`config.mk`:
```
export PLATFORM = sky130hd
export DESIGN_NAME = video_bitstream_writer
export DESIGN_NICKNAME = d
export VERILOG_FILES = /design/src/vbw_pkg.sv /design/src/vbw_cmd.sv /design/src/vbw_pack.sv /design/src/vbw_outq.sv /design/src/video_bitstream_writer.sv
export SDC_FILE = /design/constraint.sdc
export NUM_CORES = 1
export LEC_CHECK = 0
export BUFFER_PORTS_ARGS = -buffer_cell sky130_fd_sc_hd__buf_4
export CORE_ASPECT_RATIO = 0.9
export CORE_MARGIN = 4
export CORE_UTILIZATION = 50
export DETAILED_ROUTE_END_ITERATION = 8
export PLACE_DENSITY = 0.71
export SYNTH_ARGS = -nofsm -noshare
export SYNTH_HDL_FRONTEND = slang
export SYNTH_SLANG_ARGS = --single-unit
```
`constraint.sdc`:
```
create_clock -name i_clk -period 9.3 [get_ports i_clk]
set_input_delay 0.93 -clock i_clk [delete_from_list [all_inputs] [get_ports i_clk]]
set_output_delay 0.93 -clock i_clk [all_outputs]
set_load 0.01 [all_outputs]
```
`src/vbw_pkg.sv`:
```
// shared types and constants for the video bitstream writer
package vbw_pkg;

    // depth of the output byte queue
    localparam int unsigned OUTQ_DEPTH = 4;

    localparam logic [7:0] ESC_BYTE = 8'h03;

    // write request operations
    localparam logic [2:0] OP_RAW     = 3'd0;
    localparam logic [2:0] OP_UE      = 3'd1;
    localparam logic [2:0] OP_SE      = 3'd2;
    localparam logic [2:0] OP_LE      = 3'd3;
    localparam logic [2:0] OP_LEB     = 3'd4;
    localparam logic [2:0] OP_ALIGN   = 3'd5;
    localparam logic [2:0] OP_TRAIL   = 3'd6;
    localparam logic [2:0] OP_RESTART = 3'd7;

    // one step of the serial bit stream from the command sequencer
    typedef struct packed {
        logic bit_val;
        logic is_end;
        logic clear;
    } t_tok;

    // one completed stream byte, with a flag for an escape byte in front of it
    typedef struct packed {
        logic [7:0] data;
        logic       esc;
        logic       last;
    } t_entry;

endpackage

```
`src/vbw_cmd.sv`:
```
// command sequencer: turns one write request into a serial stream of code bits
module vbw_cmd
    import vbw_pkg::*;
(
    input  logic        i_clk,
    input  logic        i_rst_n,
    input  logic        i_valid,
    output logic        o_stall,
    input  logic [2:0]  i_operation,
    input  logic [63:0] i_value,
    input  logic [5:0]  i_count,
    input  logic [2:0]  i_pend_cnt,
    output logic        o_tok_valid,
    output t_tok        o_tok,
    input  logic        i_tok_ready
);

    typedef enum logic [2:0] {
        ST_IDLE,
        ST_NORM,
        ST_ZEROS,
        ST_BITS,
        ST_BYTES,
        ST_END
    } t_state;

    t_state      r_state;
    logic [31:0] r_code;
    logic [5:0]  r_cnt;
    logic [5:0]  r_zeros;
    logic [63:0] r_src;
    logic [3:0]  r_bytes_left;
    logic [2:0]  r_bit;
    logic        r_leb;
    logic        r_auto;
    logic        r_clear;

    logic [31:0] w_ue_code;
    logic [31:0] w_se_code;
    logic [31:0] w_mag;
    logic [2:0]  w_trail_z;
    logic        w_leb_more;
    logic        w_cont;
    logic [7:0]  w_cur_byte;
    logic        w_code_bit;
    logic        w_tok_fire;

    // exp-golomb code words, already incremented by one, saturated to all ones
    always_comb begin
        if ((i_value[63:32] != 32'd0) || (i_value[31:0] == 32'hffff_ffff)) begin
            w_ue_code = 32'hffff_ffff;
        end else begin
            w_ue_code = i_value[31:0] + 32'd1;
        end
        w_mag = ~i_value[31:0] + 32'd1;
        if (i_value[31]) begin
            if (w_mag == 32'h8000_0000) begin
                w_se_code = 32'hffff_ffff;
            end else begin
                w_se_code = {w_mag[30:0], 1'b1};
            end
        end else if (i_value[31:0] == 32'd0) begin
            w_se_code = 32'd1;
        end else begin
            w_se_code = {i_value[30:0], 1'b0};
        end
    end

    assign w_trail_z  = ~i_pend_cnt;
    assign w_leb_more = |r_src[63:7];
    assign w_cont     = r_auto ? w_leb_more : (r_bytes_left != 4'd1);
    assign w_cur_byte = r_leb ? {w_cont, r_src[6:0]} : r_src[7:0];
    assign w_code_bit = r_code[5'(r_cnt - 6'd1)];

    always_comb begin
        o_tok_valid   = 1'b0;
        o_tok.bit_val = 1'b0;
        o_tok.is_end  = 1'b0;
        o_tok.clear   = 1'b0;
        case (r_state)
            ST_ZEROS: begin
                o_tok_valid = 1'b1;
            end
            ST_BITS: begin
                o_tok_valid   = 1'b1;
                o_tok.bit_val = w_code_bit;
            end
            ST_BYTES: begin
                o_tok_valid   = 1'b1;
                o_tok.bit_val = w_cur_byte[r_bit];
            end
            ST_END: begin
                o_tok_valid  = 1'b1;
                o_tok.is_end = 1'b1;
                o_tok.clear  = r_clear;
            end
            default: begin
                o_tok_valid = 1'b0;
            end
        endcase
    end

    assign w_tok_fire = o_tok_valid && i_tok_ready;
    assign o_stall    = (r_state != ST_IDLE);

    always_ff @(posedge i_clk) begin
        if (!i_rst_n) begin
            r_state <= ST_IDLE;
            r_clear <= 1'b0;
        end else begin
            case (r_state)
                ST_IDLE: begin
                    if (i_valid) begin
                        r_clear <= 1'b0;
                        r_bit   <= 3'd7;
                        r_src   <= i_value;
                        r_leb   <= 1'b0;
                        r_auto  <= 1'b0;
                        case (i_operation)
                            OP_RAW: begin
                                r_code <= i_value[31:0];
                                if (i_count > 6'd32) begin
                                    r_cnt   <= 6'd32;
                                    r_state <= ST_BITS;
                                end else begin
                                    r_cnt   <= i_count;
                                    r_state <= (i_count == 6'd0) ? ST_END : ST_BITS;
                                end
                            end
                            OP_UE: begin
                                r_code  <= w_ue_code;
                                r_cnt   <= 6'd32;
                                r_state <= ST_NORM;
                            end
                            OP_SE: begin
                                r_code  <= w_se_code;
                                r_cnt   <= 6'd32;
                                r_state <= ST_NORM;
                            end
                            OP_LE: begin
                                if (i_count > 6'd8) begin
                                    r_bytes_left <= 4'd8;
                                    r_state      <= ST_BYTES;
                                end else begin
                                    r_bytes_left <= i_count[3:0];
                                    r_state      <= (i_count == 6'd0) ? ST_END : ST_BYTES;
                                end
                            end
                            OP_LEB: begin
                                r_leb   <= 1'b1;
                                r_auto  <= (i_count == 6'd0);
                                r_state <= ST_BYTES;
                                if (i_count > 6'd10) begin
                                    r_bytes_left <= 4'd10;
                                end else begin
                                    r_bytes_left <= i_count[3:0];
                                end
                            end
                            OP_ALIGN: begin
                                r_code  <= 32'd0;
                                r_cnt   <= {3'd0, 3'd0 - i_pend_cnt};
                                r_state <= (i_pend_cnt == 3'd0) ? ST_END : ST_BITS;
                            end
                            OP_TRAIL: begin
                                // a one bit followed by the zeros up to the byte boundary
                                r_code  <= 32'd1 << w_trail_z;
                                r_cnt   <= {3'd0, w_trail_z} + 6'd1;
                                r_state <= ST_BITS;
                            end
                            OP_RESTART: begin
                                r_clear <= 1'b1;
                                r_state <= ST_END;
                            end
                            default: begin
                                r_state <= ST_END;
                            end
                        endcase
                    end
                end
                ST_NORM: begin
                    // scan down from the top bit for the leading one
                    if (w_code_bit) begin
                        r_zeros <= r_cnt - 6'd1;
                        r_state <= (r_cnt == 6'd1) ? ST_BITS : ST_ZEROS;
                    end else begin
                        r_cnt <= r_cnt - 6'd1;
                    end
                end
                ST_ZEROS: begin
                    if (w_tok_fire) begin
                        r_zeros <= r_zeros - 6'd1;
                        if (r_zeros == 6'd1) begin
                            r_state <= ST_BITS;
                        end
                    end
                end
                ST_BITS: begin
                    if (w_tok_fire) begin
                        r_cnt <= r_cnt - 6'd1;
                        if (r_cnt == 6'd1) begin
                            r_state <= ST_END;
                        end
                    end
                end
                ST_BYTES: begin
                    if (w_tok_fire) begin
                        r_bit <= r_bit - 3'd1;
                        if (r_bit == 3'd0) begin
                            r_src        <= r_leb ? (r_src >> 7) : (r_src >> 8);
                            r_bytes_left <= r_bytes_left - 4'd1;
                            if (!w_cont) begin
                                r_state <= ST_END;
                            end
                        end
                    end
                end
                ST_END: begin
                    if (w_tok_fire) begin
                        r_state <= ST_IDLE;
                    end
                end
                default: begin
                    r_state <= ST_IDLE;
                end
            endcase
        end
    end

endmodule

```
`src/vbw_pack.sv`:
```
// bit packer: assembles bytes, tracks the zero run and marks the last byte of a request
module vbw_pack
    import vbw_pkg::*;
(
    input  logic       i_clk,
    input  logic       i_rst_n,
    input  logic       i_prevent_en,
    input  logic       i_tok_valid,
    input  t_tok       i_tok,
    output logic       o_tok_ready,
    output logic [2:0] o_pend_cnt,
    output logic       o_push,
    output t_entry     o_entry,
    input  logic       i_full
);

    logic [6:0] r_pbits;
    logic [2:0] r_pcnt;
    logic [1:0] r_zrun;
    logic       r_held_vld;
    logic [7:0] r_held_byte;
    logic       r_held_esc;

    logic [7:0] w_byte;
    logic       w_byte_done;
    logic       w_esc;
    logic       w_fire;
    logic [1:0] w_zrun_next;

    assign o_tok_ready = !i_full;
    assign w_fire      = i_tok_valid && !i_full;
    assign w_byte      = {r_pbits, i_tok.bit_val};
    assign w_byte_done = !i_tok.is_end && (r_pcnt == 3'd7);
    assign w_esc       = i_prevent_en && (r_zrun == 2'd2) && (w_byte <= 8'd3);

    always_comb begin
        if (w_byte != 8'd0) begin
            w_zrun_next = 2'd0;
        end else if (w_esc) begin
            w_zrun_next = 2'd1;
        end else if (r_zrun == 2'd2) begin
            w_zrun_next = 2'd2;
        end else begin
            w_zrun_next = r_zrun + 2'd1;
        end
    end

    // a byte is held back until the next one or the end of the request shows whether it is last
    assign o_push        = w_fire && r_held_vld && (i_tok.is_end || w_byte_done);
    assign o_entry.data  = r_held_byte;
    assign o_entry.esc   = r_held_esc;
    assign o_entry.last  = i_tok.is_end;
    assign o_pend_cnt    = r_pcnt;

    always_ff @(posedge i_clk) begin
        if (!i_rst_n) begin
            r_pbits    <= 7'd0;
            r_pcnt     <= 3'd0;
            r_zrun     <= 2'd0;
            r_held_vld <= 1'b0;
        end else if (w_fire) begin
            if (i_tok.is_end) begin
                r_held_vld <= 1'b0;
                if (i_tok.clear) begin
                    r_pbits <= 7'd0;
                    r_pcnt  <= 3'd0;
                    r_zrun  <= 2'd0;
                end
            end else if (w_byte_done) begin
                r_held_vld  <= 1'b1;
                r_held_byte <= w_byte;
                r_held_esc  <= w_esc;
                r_zrun      <= w_zrun_next;
                r_pbits     <= 7'd0;
                r_pcnt      <= 3'd0;
            end else begin
                r_pbits <= {r_pbits[5:0], i_tok.bit_val};
                r_pcnt  <= r_pcnt + 3'd1;
            end
        end
    end

endmodule

```
`src/vbw_outq.sv`:
```
// output byte queue with the output register that expands escape bytes
module vbw_outq
    import vbw_pkg::*;
(
    input  logic       i_clk,
    input  logic       i_rst_n,
    input  logic       i_push,
    input  t_entry     i_entry,
    output logic       o_full,
    output logic       o_valid,
    input  logic       i_stall,
    output logic [7:0] o_byte,
    output logic       o_is_escape,
    output logic       o_last
);

    localparam int unsigned PTR_W = $clog2(OUTQ_DEPTH);
    localparam int unsigned CNT_W = $clog2(OUTQ_DEPTH + 1);

    t_entry           r_mem [OUTQ_DEPTH];
    logic [PTR_W-1:0] r_wptr;
    logic [PTR_W-1:0] r_rptr;
    logic [CNT_W-1:0] r_count;
    logic             r_esc_sent;
    logic             r_valid;
    logic [7:0]       r_byte;
    logic             r_is_escape;
    logic             r_last;

    t_entry w_head;
    logic   w_have;
    logic   w_load;
    logic   w_pop;

    assign w_head = r_mem[r_rptr];
    assign w_have = (r_count != CNT_W'(0));
    assign w_load = !r_valid || !i_stall;
    assign w_pop  = w_load && w_have && !(w_head.esc && !r_esc_sent);
    assign o_full = (r_count == CNT_W'(OUTQ_DEPTH));

    always_ff @(posedge i_clk) begin
        if (i_push) begin
            r_mem[r_wptr] <= i_entry;
        end
    end

    always_ff @(posedge i_clk) begin
        if (!i_rst_n) begin
            r_wptr     <= '0;
            r_rptr     <= '0;
            r_count    <= '0;
            r_esc_sent <= 1'b0;
            r_valid    <= 1'b0;
        end else begin
            if (i_push) begin
                r_wptr <= PTR_W'(r_wptr + 1'b1);
            end
            if (w_pop) begin
                r_rptr <= PTR_W'(r_rptr + 1'b1);
            end
            if (i_push && !w_pop) begin
                r_count <= r_count + CNT_W'(1);
            end else if (!i_push && w_pop) begin
                r_count <= r_count - CNT_W'(1);
            end
            if (w_load) begin
                r_valid <= w_have;
                if (w_have) begin
                    if (w_head.esc && !r_esc_sent) begin
                        // escape goes out first, the byte itself follows
                        r_byte      <= ESC_BYTE;
                        r_is_escape <= 1'b1;
                        r_last      <= 1'b0;
                        r_esc_sent  <= 1'b1;
                    end else begin
                        r_byte      <= w_head.data;
                        r_is_escape <= 1'b0;
                        r_last      <= w_head.last;
                        r_esc_sent  <= 1'b0;
                    end
                end
            end
        end
    end

    assign o_valid     = r_valid;
    assign o_byte      = r_byte;
    assign o_is_escape = r_is_escape;
    assign o_last      = r_last;

endmodule

```
`src/video_bitstream_writer.sv`:
```
// top level of the video bitstream writer
// Takes one write request at a time and packs its code bits MSB first, one bit
// per clock while the byte queue has room. Raw fields write up to 32 bits,
// little-endian up to 64, LEB128 up to 80, alignment up to 7, trailing 1 to 8
// and restart none; Exp-Golomb codes scan for their leading one before writing
// their 1 to 63 code bits. The serial bit path in the command sequencer sets
// this pace. Completed bytes go through a four-entry queue and leave at up to
// one per cycle while the receiver does not stall, escape bytes included; the
// next request is taken while earlier bytes are still queued or stalled.
module video_bitstream_writer
    import vbw_pkg::*;
(
    input  logic        i_clk,
    input  logic        i_rst_n,
    input  logic        i_cfg_wr_en,
    input  logic        i_cfg_wr_data,
    input  logic        i_in_valid,
    output logic        o_in_stall,
    input  logic [2:0]  i_operation,
    input  logic [63:0] i_value,
    input  logic [5:0]  i_count,
    output logic        o_out_valid,
    input  logic        i_out_stall,
    output logic [7:0]  o_out_byte,
    output logic        o_is_escape,
    output logic        o_last
);

    logic       r_prevent_en;
    logic       w_tok_valid;
    t_tok       w_tok;
    logic       w_tok_ready;
    logic [2:0] w_pend_cnt;
    logic       w_push;
    t_entry     w_entry;
    logic       w_full;

    always_ff @(posedge i_clk) begin
        if (!i_rst_n) begin
            r_prevent_en <= 1'b0;
        end else if (i_cfg_wr_en) begin
            r_prevent_en <= i_cfg_wr_data;
        end
    end

    vbw_cmd u_cmd (
        .i_clk       (i_clk),
        .i_rst_n     (i_rst_n),
        .i_valid     (i_in_valid),
        .o_stall     (o_in_stall),
        .i_operation (i_operation),
        .i_value     (i_value),
        .i_count     (i_count),
        .i_pend_cnt  (w_pend_cnt),
        .o_tok_valid (w_tok_valid),
        .o_tok       (w_tok),
        .i_tok_ready (w_tok_ready)
    );

    vbw_pack u_pack (
        .i_clk        (i_clk),
        .i_rst_n      (i_rst_n),
        .i_prevent_en (r_prevent_en),
        .i_tok_valid  (w_tok_valid),
        .i_tok        (w_tok),
        .o_tok_ready  (w_tok_ready),
        .o_pend_cnt   (w_pend_cnt),
        .o_push       (w_push),
        .o_entry      (w_entry),
        .i_full       (w_full)
    );

    vbw_outq u_outq (
        .i_clk       (i_clk),
        .i_rst_n     (i_rst_n),
        .i_push      (w_push),
        .i_entry     (w_entry),
        .o_full      (w_full),
        .o_valid     (o_out_valid),
        .i_stall     (i_out_stall),
        .o_byte      (o_out_byte),
        .o_is_escape (o_is_escape),
        .o_last      (o_last)
    );

`ifndef SYNTHESIS
    // an escape byte is 0x03 and never ends a request
    assert property (@(posedge i_clk) disable iff (!i_rst_n)
        (o_out_valid && o_is_escape) |-> ((o_out_byte == ESC_BYTE) && !o_last))
        else $error("escape byte malformed");

    // the byte right after an escape is a plain byte of value 3 or less
    assert property (@(posedge i_clk) disable iff (!i_rst_n)
        (o_out_valid && o_is_escape && !i_out_stall)
            |=> (o_out_valid && !o_is_escape && (o_out_byte <= 8'd3)))
        else $error("escape not followed by its byte");

    // escapes only appear with prevention turned on
    assert property (@(posedge i_clk) disable iff (!i_rst_n)
        (o_out_valid && o_is_escape) |-> r_prevent_en)
        else $error("escape while prevention is off");
`endif

endmodule

```
### After elaboration in Yosys (flattened, before gate mapping)

Memories as Yosys holds them, arrays and structs flattened. A register that Yosys moved wholly into a read port is not among the register bits.
Index checks and enable logic that the tools add are counted.

| storage, ports and cells | value |
|---|---|
| register bits after elaboration | 163 |
| memory bits (writable) | 40 |
| word-level logic and storage cells | 219 |
| memories kept | 1 |

Memory list:

| name | depth | width | read ports | clocked after Yosys merged registers in | write ports | line | text |
|---|---|---|---|---|---|---|---|
| u_outq.r_mem | 4 | 10 | 1 | 1 | 1 | vbw_outq.sv:20 | `t_entry r_mem [OUTQ_DEPTH];` |

| cells by class | value |
|---|---|
| add/sub/neg operators | 14 |
| $lt $le $gt $ge | 6 |
| equality and inequality tests | 34 |
| shifts and indexed selects | 1 |
| multiplexer cells | 79 |
| bitwise operators | 3 |
| reductions and logical operators | 56 |

Operator list:

| operator | count |
|---|---|
| 2-to-1 mux 64 bit | 3 |
| case mux 32 bit (5 select lines) | 1 |
| 2-to-1 mux 32 bit | 4 |
| case mux 64 bit (2 select lines) | 1 |
| adder 32 x 1 -> 32 bit (second input constant) | 2 |
| equality test 32 bit (second input constant) | 2 |
| 2-to-1 mux 3 bit | 21 |
| 2-to-1 mux 57 bit | 1 |
| OR reduction 57 bit | 1 |
| 2-to-1 mux 6 bit | 6 |
| logical NOT 32 bit | 1 |
| inverter 32 bit | 1 |
| nonzero test 32 bit | 1 |
| << shifter 1 x 3 -> 32 bit (first input constant) | 1 |
| equality test 3 bit (second input constant) | 8 |
| case mux 6 bit (4 select lines) | 1 |
| 2-to-1 mux 7 bit | 3 |
| case mux 3 bit (7 select lines) | 1 |
| 2-to-1 mux 4 bit | 5 |
| 2-to-1 mux 2 bit | 9 |
| case mux 3 bit (6 select lines) | 1 |
| case mux 6 bit (3 select lines) | 1 |
| inequality test 2 x 1 -> 1 bit (second input constant) | 8 |
| case mux 4 bit (2 select lines) | 2 |
| 46 further kinds | 108 |

### Depth between registers and ports, before layout

Gate-level depths: netlist of run 1.

| depth | value |
|---|---|
| depth in word-level cells | 12 |
| gate-level depth with buffers | 13 |

### Modules after synthesis

From an unflattened synthesis of run 1, not the netlist that was laid out.

| unflattened totals | value |
|---|---|
| cells, all modules | 1,232 |
| area, all modules | 12,484.5 um2 |

By module, submodules not included:

| module | instances | cells an instance | area each (um2) | sequential area each (um2) |
|---|---|---|---|---|
| vbw_cmd | 1 | 1,007 | 9,110.0 | 3,593.4 |
| vbw_outq | 1 | 133 | 2,368.5 | 1,721.7 |
| vbw_pack | 1 | 89 | 969.7 | 530.5 |
| video_bitstream_writer | 1 | 3 | 36.3 | 20.0 |

### Worst setup path before layout of run 1

No wires, ideal clock.

| path | value |
|---|---|
| path kind | in2reg |
| start point | input i_rst_n |
| end point | register u_cmd.r_bytes_left[0], enable pin |
| arrival time | 6,625 ps |
| required time | 8,979 ps |
| slack | 2,355 ps |
| stages on the path | 4 |
| path through | o211ai_1 a21oi_1 a21boi_0 and2_1 |

| on the way | value |
|---|---|
| word-level cells in the longest chain between the ends | 1 |

Ends and longest elaborated chain:

| item | line | text |
|---|---|---|
| start, declared | video_bitstream_writer.sv:14 | `input logic i_rst_n,` |
| AND reduction 6 bit (no source line) | - |  |
| end signal, assigned | vbw_cmd.sv:145 | `r_bytes_left <= i_count[3:0];` |
| end signal, assigned | vbw_cmd.sv:156 | `r_bytes_left <= i_count[3:0];` |
| end signal, assigned | vbw_cmd.sv:210 | `r_bytes_left <= r_bytes_left - 4'd1;` |
| end, declared | vbw_cmd.sv:32 | `logic [3:0] r_bytes_left;` |

Every way passes these cells.
A chain may end at the register's enable or synchronous reset.

### Worst setup path in the final report of run 1

| path | value |
|---|---|
| start point | input i_value[0] |
| end point | register u_cmd.r_code[25], data pin |

| on the way | value |
|---|---|
| word-level cells in the longest chain between the ends | 6 |
| elaborated cells on any way between the ends | 12 |

Ends and longest elaborated chain:

| item | line | text |
|---|---|---|
| start, declared | video_bitstream_writer.sv:20 | `input logic [63:0] i_value,` |
| inverter 32 bit | vbw_cmd.sv:55 | `w_mag = ~i_value[31:0] + 32'd1;` |
| adder 32 x 1 -> 32 bit | vbw_cmd.sv:55 |  |
| equality test 32 bit | vbw_cmd.sv:57 | `if (w_mag == 32'h8000_0000) begin` |
| 2-to-1 mux 32 bit | vbw_cmd.sv:57 |  |
| 2-to-1 mux 32 bit | vbw_cmd.sv:56 | `if (i_value[31]) begin` |
| case mux 32 bit (5 select lines) (*) | vbw_cmd.sv:119 | `case (i_operation)` |
| end signal, assigned | vbw_cmd.sv:121 | `r_code <= i_value[31:0];` |
| end signal, assigned | vbw_cmd.sv:131 | `r_code <= w_ue_code;` |
| end signal, assigned | vbw_cmd.sv:136 | `r_code <= w_se_code;` |
| end, declared | vbw_cmd.sv:28 | `logic [31:0] r_code;` |

Every way passes the cells marked *; elsewhere a longest branch is shown, timed or not.

==> impl_results.md, run 1 <==
- Outcome: complete, no violations
- Antenna Cells: 0
- Final setup vio count: 0
- Post-Place Cell Area: 13500 sq um
- Pleak: 5.14 nW
- Syn Std Cell Area: 12700 sq um
- Post-synth top cells: edfxtp_1 (176), nand2_1 (136), o21ai_0 (115), nor2_1 (93), a21oi_1 (80)
- Mean Syn Cell Area: 9.83 sq um
- I/O pin total: 91
- Pwr Total: 3.11 mW
- Synth Flop Type: edfxtp_1
- Total grt overflow: 0
- Post-synth top area cell: edfxtp_1
- Area delta synth->final: 12.4%
- Post-CTS resize count: 0
- Setup TNS: 0 ns
- Routed len/inst: 20.9 um
- Asr flop ratio synth: 0%
- Die ar.: 28100 sq um
- Clk sinks: 205
- # fillers: 2192
- Min Hold Slack: 0.484 ns
- Layout cell share with drive strength beyond 1: 13.9%
- Flops & latches, synth: 205
- Max Buffers Root-to-Sink: 3
- Final hold viol count: 0
- Synth area leaders: edfxtp_1 (41%), mux2i_1 (5.6%), dfxtp_1 (4.6%)
- Setup ws final: 5.38 ns
- Final Instance Area: 14300 sq um
- Period minus WS final: 3.92 ns
- Slew @ Worst Pin: 1.21 ns
- Yosys warns: 0
- Mapped Cells: 1296
- Clock latency on the worst-skew pair: 0.52 ns
- Rows: 55
- CTS HTree Levels: 1
- Rel. slew slack: 19.3%
- Post-synth top area share: 41.5%
- F_max: 255 MHz
- TritonRoute pass-1 iters: 8
- Post-route clock period utilization: 42.2%
- Final ANT Viol Nets: 0
- Max IR drop VDD: 0.136 mV
- Via/cell ratio: 6.32
- Clk pin slew, worst setup/hold paths: 0.06 ns
- Max Slew Vio Count: 0
- Port buffer count: 90
- RePlAce Congestion: 0.941
- Syn_nets: 1401
- Vias in the first global route: 9888
- Post-CTS Repair Setup Buffers: 0
- CP Max Fanout: 17
- CP Launch Type: input pin
- RSZ-0062 raised after global routing: no
- Min-Delay Path Class: register to register
- Initial core utilization: 50.7%
- CTS Buf Count: 23
- Global Route Usage Sum: 24.1%
- Initial drt markers: 1102
- EDFF count, synth: 176
- Nets: 1425
- P per Cell Area: 217 nW/um^2
- First-pass GRT wire length: 55.0 mm
- Core ar.: 25100 sq um
- Clk root buf: clkbuf_16
- Hpwl dp: 25.4 mm
- CTS Hold Buffers Added: 0
- CTS tree: yes
- DRC violations left: 0
- Most frequent cell after synthesis: edfxtp_1
- Seq/Total Area, Yosys: 46.0%
- Kind of end point of the critical path: register
- Total Wirelength: 35.1 mm
- Die Span X: 176 um
- Crit Path Class: input pin to register
- Pre-CTS WS: 4.98 ns
- Die Span Y: 159 um
- Pin count of the biggest net entering global routing: 127
- Critical Path RT: 9.60 ns
- Initial antenna violation count: 0
- Clock skew: 0.0202 ns
- Worst reg2reg setup slack: 5.46 ns
- Yosys cell types: 75
- Max_cap viols: 0
- Via count: 10608
- Worst path arrival time: 4.22 ns
==> power by group <==
part / total (mW) / switching (mW) / leakage [nW] / internal [mW]
sequential: 1.33 / 0.123 / 1.86 / 1.20
combinational: 0.841 / 0.515 / 2.89 / 0.326
clock: 0.941 / 0.363 / 0.390 / 0.578
total: 3.11 / 1.00 / 5.14 / 2.11
==> layer usage <==
layer  routed length [um]  part of all wire, %  vias to the layer above  track usage [%]
li1                     -                    -                     4923                -
met1                14500                   41                     5093             33.4
met2                16400                   47                      503             39.2
met3                 2710                  7.7                       89             3.13
met4                 1450                  4.1                        0             8.68
met5                    0                    0                        -                0
==> cells by family after synthesis <==
kind of cell / share of synthesized area, %
adder cells (fa/ha/maj): 2.61
multiplexers: 9.73
XOR/XNOR: 2.47
buffers and inverters: 4.07
flip-flops: 46.0
AO/OA/AOI/OAI: 15.8
AND/OR/NAND/NOR: 19.3
==> critical path, cell delays in order <==
cell and delay (ns):
buf_4 0.15, ha_1 0.22, nand4_1 0.22, nor3_1 0.64
nand3_1 0.33, o21ai_1 0.99, nor2_1 0.24, a31oi_1 0.23
o22ai_1 0.10, o21ai_0 0.15
==> registers in the layout (all words and copies together), names as in the netlist, 4 cells and up, named ones only <==
name                count
u_cmd.r_zeros           6
u_cmd.r_code           32
u_pack.r_pbits          7
u_outq.o_byte           8
u_cmd.r_bytes_left      4
u_cmd.r_src            64
u_outq.r_mem           40
u_pack.r_held_byte      8
u_cmd.r_cnt             6
==> placed cells by master, fill, tap and decap left out, drive strengths merged, types with 29 or more instances in the layout <==
| master | count |
|---|---|
| edfxtp | 176 |
| nand2 | 136 |
| o21ai | 122 |
| buf | 99 |
| nor2 | 94 |
| a21oi | 80 |
| mux2i | 71 |
| nand3 | 40 |
| nor4 | 34 |
| inv | 31 |
| dfxtp | 29 |
==> worst paths after layout <==
path,start,end,cells after the start
worst min-delay path,u_outq.o_valid,u_outq.o_valid,2
worst min register to register,u_outq.o_valid,u_outq.o_valid,2
worst max register to register,u_cmd.r_cnt[0],u_cmd.r_cnt[3],6
worst max-delay path,i_value[0],u_cmd.r_code[25],10
==> through the flow <==
step	util (%)	instances
floorplan	-	1296
global placement	53.9	1637
detailed placement	53.9	1637
CTS	57.0	1679
global route	57.0	1679
finish	57.0	1679
==> layout make-up <==
type                            instances  area [sq um]  share of cell area (%)
Clock buffer                           28           604                    4.22
Clock inverter                         14           189                    1.32
Inverter                               30           113                   0.786
Multi-Input combinational cell        961          6380                    44.5
Sequential cell                       205          5870                    41.0
Tap cell                              342           428                    2.99
Timing Repair Buffer                   99           743                    5.19
No activity file was read; power rests on OpenSTA's default activity.
==> run 2: changes to the inputs <==
--- a/config.mk
+++ b/config.mk
@@ -10,7 +10,7 @@
 export CORE_MARGIN = 4
 export CORE_UTILIZATION = 50
 export DETAILED_ROUTE_END_ITERATION = 8
-export PLACE_DENSITY = 0.71
+export PLACE_DENSITY = 0.74
 export SYNTH_ARGS = -nofsm -noshare
 export SYNTH_HDL_FRONTEND = slang
 export SYNTH_SLANG_ARGS = --single-unit
==> constraint.sdc (replaced) <==
create_clock -name i_clk -period 3.5 [get_ports i_clk]
set_input_delay 0.35 -clock i_clk [delete_from_list [all_inputs] [get_ports i_clk]]
set_output_delay 0.35 -clock i_clk [all_outputs]
set_load 0.01 [all_outputs]
==> impl_results.md, run 2 (synthesis results as in run 1) <==
- Via count: 10711
- Pin count of the biggest net entering global routing: 127
- Post-CTS resize count: 0
- Layout Cells excl Fill: 1704
- Min Hold Slack: 0.103 ns
- Largest register FFs: 64
- Clk sinks: 205
- First-pass GRT wire length: 55.9 mm
- Final ANT Viol Nets: 0
- Placed cells: 1666
- Slew @ Worst Pin: 1.11 ns
- F_max: 333 MHz
- Critical path's top delay family: simple AND/OR/NAND/NOR gates
- Period minus WS final: 3.00 ns
- Final setup vio count: 0
- Rel. slew slack: 25.7%
- Initial antenna violation count: 0
- Clk root buf: clkbuf_16
- Nets: 1453
- Setup TNS: 0 ns
- RePlAce Congestion: 1.00
- CTS HTree Levels: 1
- Outcome: complete, no violations
- CP Max Fanout: 17
- CTS Hold Buffers Added: 0
- Max Buffers Root-to-Sink: 3
- Core ar.: 25100 sq um
- Post-CTS Repair Setup Buffers: 0
- Crit Path Class: register to register
- Min-Delay Path Class: input pin to register
- Initial core utilization: 50.7%
- Final Instance Area: 14500 sq um
- Worst path arrival time: 3.44 ns
- Biggest regs: u_cmd.r_src: 64 flops, u_outq.r_mem: 40 flops, u_cmd.r_code: 32 flops
- Post-Place Cell Area: 13800 sq um
- Area delta synth->final: 13.5%
- Pwr Total: 8.13 mW
- Buf/Inv on CP: 1
- Clock latency on the worst-skew pair: 0.52 ns
- Via/cell ratio: 6.29
- Routed len/inst: 20.8 um
- CP Launch Type: register
- DRC violations left: 0
- Post-route clock period utilization: 85.9%
- Port buffer count: 90
- Die ar.: 28100 sq um
- P per Cell Area: 562 nW/um^2
- Die Span X: 176 um
- I/O pin total: 91
- CTS Buf Count: 22
- Clock skew: 0.0103 ns
- Most frequent cells in the layout: edfxtp_1 (176), nand2_1 (135), buf_4 (127)
- Final hold viol count: 0
- Die Span Y: 159 um
- Hpwl dp: 25.6 mm
- Pleak: 5.25 nW
- Max IR drop VDD: 0.337 mV
- Cell-by-cell trace of the critical path: nand3_1 > nor2_1 > a21oi_1 > nor2b_1 > ha_1 > inv_1 > fa_1 > xor2_1 > or3_1 > a21boi_0
- Initial drt markers: 1203
- Max_cap viols: 0
- Vias in the first global route: 10154
- TritonRoute pass-1 iters: 6
- RSZ-0062 raised after global routing: no
- Global Route Usage Sum: 24.6%
- Antenna Cells: 0
- Total grt overflow: 0
- Top reg by flops: u_cmd.r_src
- Total Wirelength: 35.5 mm
- Critical Path RT: 3.94 ns
- CP max stage cell: dfxtp_1
- CP max stage delay: 0.66 ns
- Layout cell share with drive strength beyond 1: 15.6%
- Clk pin slew, worst setup/hold paths: 0.06 ns
- CTS tree: yes
- Max Slew Vio Count: 0
- Kind of end point of the critical path: register
- Most common cell after layout, fill and taps aside: edfxtp_1
- Rows: 55
-- run 2: cell count changes in the layout (fill, tap and decap cells not counted), sizes merged --
cell | previous run | this run
clkinvlp | 0 | 1
buf | 99 | 128
inv | 31 | 30
bufinv | 4 | 2
clkinv | 9 | 7
-- run 2: through the flow --
step                util, %  worst slack [ns]
CTS                    57.6             0.474
global route           57.6             0.209
floorplan                 -             0.146
detailed placement     54.8             0.235
finish                 57.6             0.495
global placement       54.8             0.328
-- run 2: worst min-delay path: stages --
cell	delay, ns
buf_4	0.08
mux2i_1	0.05
nor2b_1	0.10
-- run 2: path summary, 6_finish.rpt --
path	cells past startpoint	end	slack [ns]	start
setup / recovery	10	u_outq.r_count[2]	0.50	u_cmd.r_state[2]
hold / removal	3	r_prevent_en	0.10	i_cfg_wr_data
setup reg to reg	10	u_outq.r_count[2]	0.50	u_cmd.r_state[2]
hold reg to reg	0	u_pack.r_held_byte[7]	0.47	u_pack.r_pbits[6]
-- run 2: power breakdown --
| part | internal, mW | leakage [nW] | switching, mW | total (mW) |
|---|---|---|---|---|
| Sequential | 3.19 | 1.86 | 0.309 | 3.50 |
| Combinational | 0.926 | 3.04 | 1.41 | 2.33 |
| Clock | 1.34 | 0.344 | 0.949 | 2.29 |
| Total | 5.46 | 5.25 | 2.66 | 8.13 |
-- run 2: final cells by class --
type,instances,area [sq um]
clock inverter,10,111
tap,342,428
timing repair buffer,128,973
clock buffer,28,593
sequential,205,5870
inverter,30,113
multi-input combinational,961,6380
fill,2133,10700
-- run 2: metal layers --
| layer | global-route usage (%) | routed length (um) |
|---|---|---|
| met5 | 0 | 0 |
| met4 | 10.3 | 1800 |
| met3 | 3.42 | 3120 |
| met2 | 40.0 | 16400 |
| met1 | 33.2 | 14200 |
==> run 3: changes to the inputs <==
--- a/config.mk
+++ b/config.mk
@@ -5,12 +5,12 @@
 export SDC_FILE = /design/constraint.sdc
 export NUM_CORES = 1
 export LEC_CHECK = 0
-export BUFFER_PORTS_ARGS = -buffer_cell sky130_fd_sc_hd__buf_4
 export CORE_ASPECT_RATIO = 0.9
 export CORE_MARGIN = 4
-export CORE_UTILIZATION = 50
+export CORE_UTILIZATION = 35
 export DETAILED_ROUTE_END_ITERATION = 8
-export PLACE_DENSITY = 0.74
+export DONT_BUFFER_PORTS = 1
+export PLACE_DENSITY = 0.54
 export SYNTH_ARGS = -nofsm -noshare
 export SYNTH_HDL_FRONTEND = slang
 export SYNTH_SLANG_ARGS = --single-unit
==> impl_results.md, run 3 (synthesis results as in run 1) <==
- Final setup vio count: 0
- F_max: 327 MHz
- # fillers: 3622
- Min Hold Slack: 0.0208 ns
- Largest register FFs: 64
- Met1 wire length: 16.2 mm
- Rel. slew slack: 20.8%
- Routed length on met3: 3.34 mm
- Slew @ Worst Pin: 1.19 ns
- Critical Path RT: 3.85 ns
- Total grt overflow: 0
- TritonRoute pass-1 iters: 6
- RePlAce Congestion: 0.963
- CP Launch Type: register
- Final hold viol count: 0
- Max_cap viols: 0
- Crit Path Class: register to register
- Initial antenna violation count: 1
- Met2 wire len: 17.4 mm
- Final ANT Viol Nets: 0
- CP Max Fanout: 10
- Kind of end point of the critical path: register
- Pin count of the biggest net entering global routing: 127
- Nets: 1383
- Most frequent cells in the layout: edfxtp_1 (176), nand2_1 (135), o21ai_0 (115)
- Max Buffers Root-to-Sink: 3
- Die ar.: 39500 sq um
- CTS Buf Count: 24
- Most common cell after layout, fill and taps aside: edfxtp_1
- Global Route Usage Sum: 18.8%
- Period minus WS final: 3.06 ns
- Clk sinks: 205
- Rows: 66
- CTS HTree Levels: 1
- Port buffer count: 0
- DRC violations left: 0
- Antenna Cells: 0
- Initial core utilization: 35.4%
- Post-route clock period utilization: 87.4%
- Post-CTS resize count: 0
- Worst path arrival time: 3.41 ns
- Die Span Y: 189 um
- Biggest regs: u_cmd.r_src: 64 flops, u_outq.r_mem: 40 flops, u_cmd.r_code: 32 flops
- CTS tree: yes
- RSZ-0062 raised after global routing: no
- Core ar.: 36000 sq um
- P per Cell Area: 583 nW/um^2
- Clk root buf: clkbuf_16
- Initial drt markers: 907
- Via count: 10267
- Routed len/inst: 21.5 um
- Max Slew Vio Count: 0
- I/O pin total: 91
- Pleak: 4.94 nW
- Clk pin slew, worst setup/hold paths: 0.06 ns
- Top reg by flops: u_cmd.r_src
- Clock latency on the worst-skew pair: 0.53 ns
- First-pass GRT wire length: 59.0 mm
- Layout cell share with drive strength beyond 1: 9.65%
- Total Wirelength: 38.0 mm
- Via/cell ratio: 5.79
- Die Span X: 209 um
- Clock skew: 0.0134 ns
- Outcome: complete, no violations
- Hpwl dp: 27.4 mm
- Top layer in use: met5
- Max IR drop VDD: 0.355 mV
- Min-Delay Path Class: input pin to register
- Area delta synth->final: 12.0%
- Setup TNS: 0 ns
- Worst reg2reg setup slack: 0.44 ns
- Vias in the first global route: 9897
- Pwr Total: 8.32 mW
-- run 3: routing by layer --
metal	track usage (%)	vias up
li1	-	4848
met1	25.7	4927
met2	29.8	429
met3	4.72	59
met4	5.40	4
met5	0.739	-
-- run 3: final cells by class --
| type | instances | area, sq um | area share [%] |
|---|---|---|---|
| repair buffers | 56 | 485 | 3.40 |
| well taps | 476 | 596 | 4.17 |
| flip-flops and latches | 205 | 5870 | 41.1 |
| clock inverters | 16 | 199 | 1.39 |
| inverters | 30 | 113 | 0.789 |
| multi-input cells | 961 | 6380 | 44.7 |
| clock buffers | 28 | 637 | 4.46 |
-- run 3: through the flow --
stage,setup WS [ns],instance area [sq um],utilization (%),instances
floorplan,0.146,12800,-,1296
global placement,0.251,13200,36.7,1707
detailed placement,0.132,13200,36.7,1707
CTS,0.428,14300,39.6,1772
global route,0.259,14300,39.6,1772
finish,0.440,14300,39.6,1772
-- run 3: report_power, final --
group          switching [mW]  internal, mW
combinational            1.32         0.861
sequential              0.283          3.19
clock                    1.05          1.61
-- run 3: timing repair --
item,in CTS,in global routing
endpoints found under the hold margin,43,0
buffers inserted,0,0
hold buffers,21,0
setup endpoints to repair,0,0
-- run 3: worst paths after layout --
check,from,end,cells after the start
max,u_cmd.r_cnt[1],u_cmd.r_state[0],9
min,i_value[54],u_cmd.r_src[54],2
min reg2reg,u_pack.r_pbits[6],u_pack.r_held_byte[7],0
max reg2reg,u_cmd.r_cnt[1],u_cmd.r_state[0],9
-- run 3: critical path, cell delays in order (launching register included) --
cell and delay (ns):
edfxtp_1 0.34, inv_1 0.07, ha_1 0.54, mux4_2 0.37, mux4_2 0.49, mux2_2 0.32
o31ai_1 0.41, a211oi_1 0.11, o21ai_0 0.19, a31oi_1 0.06
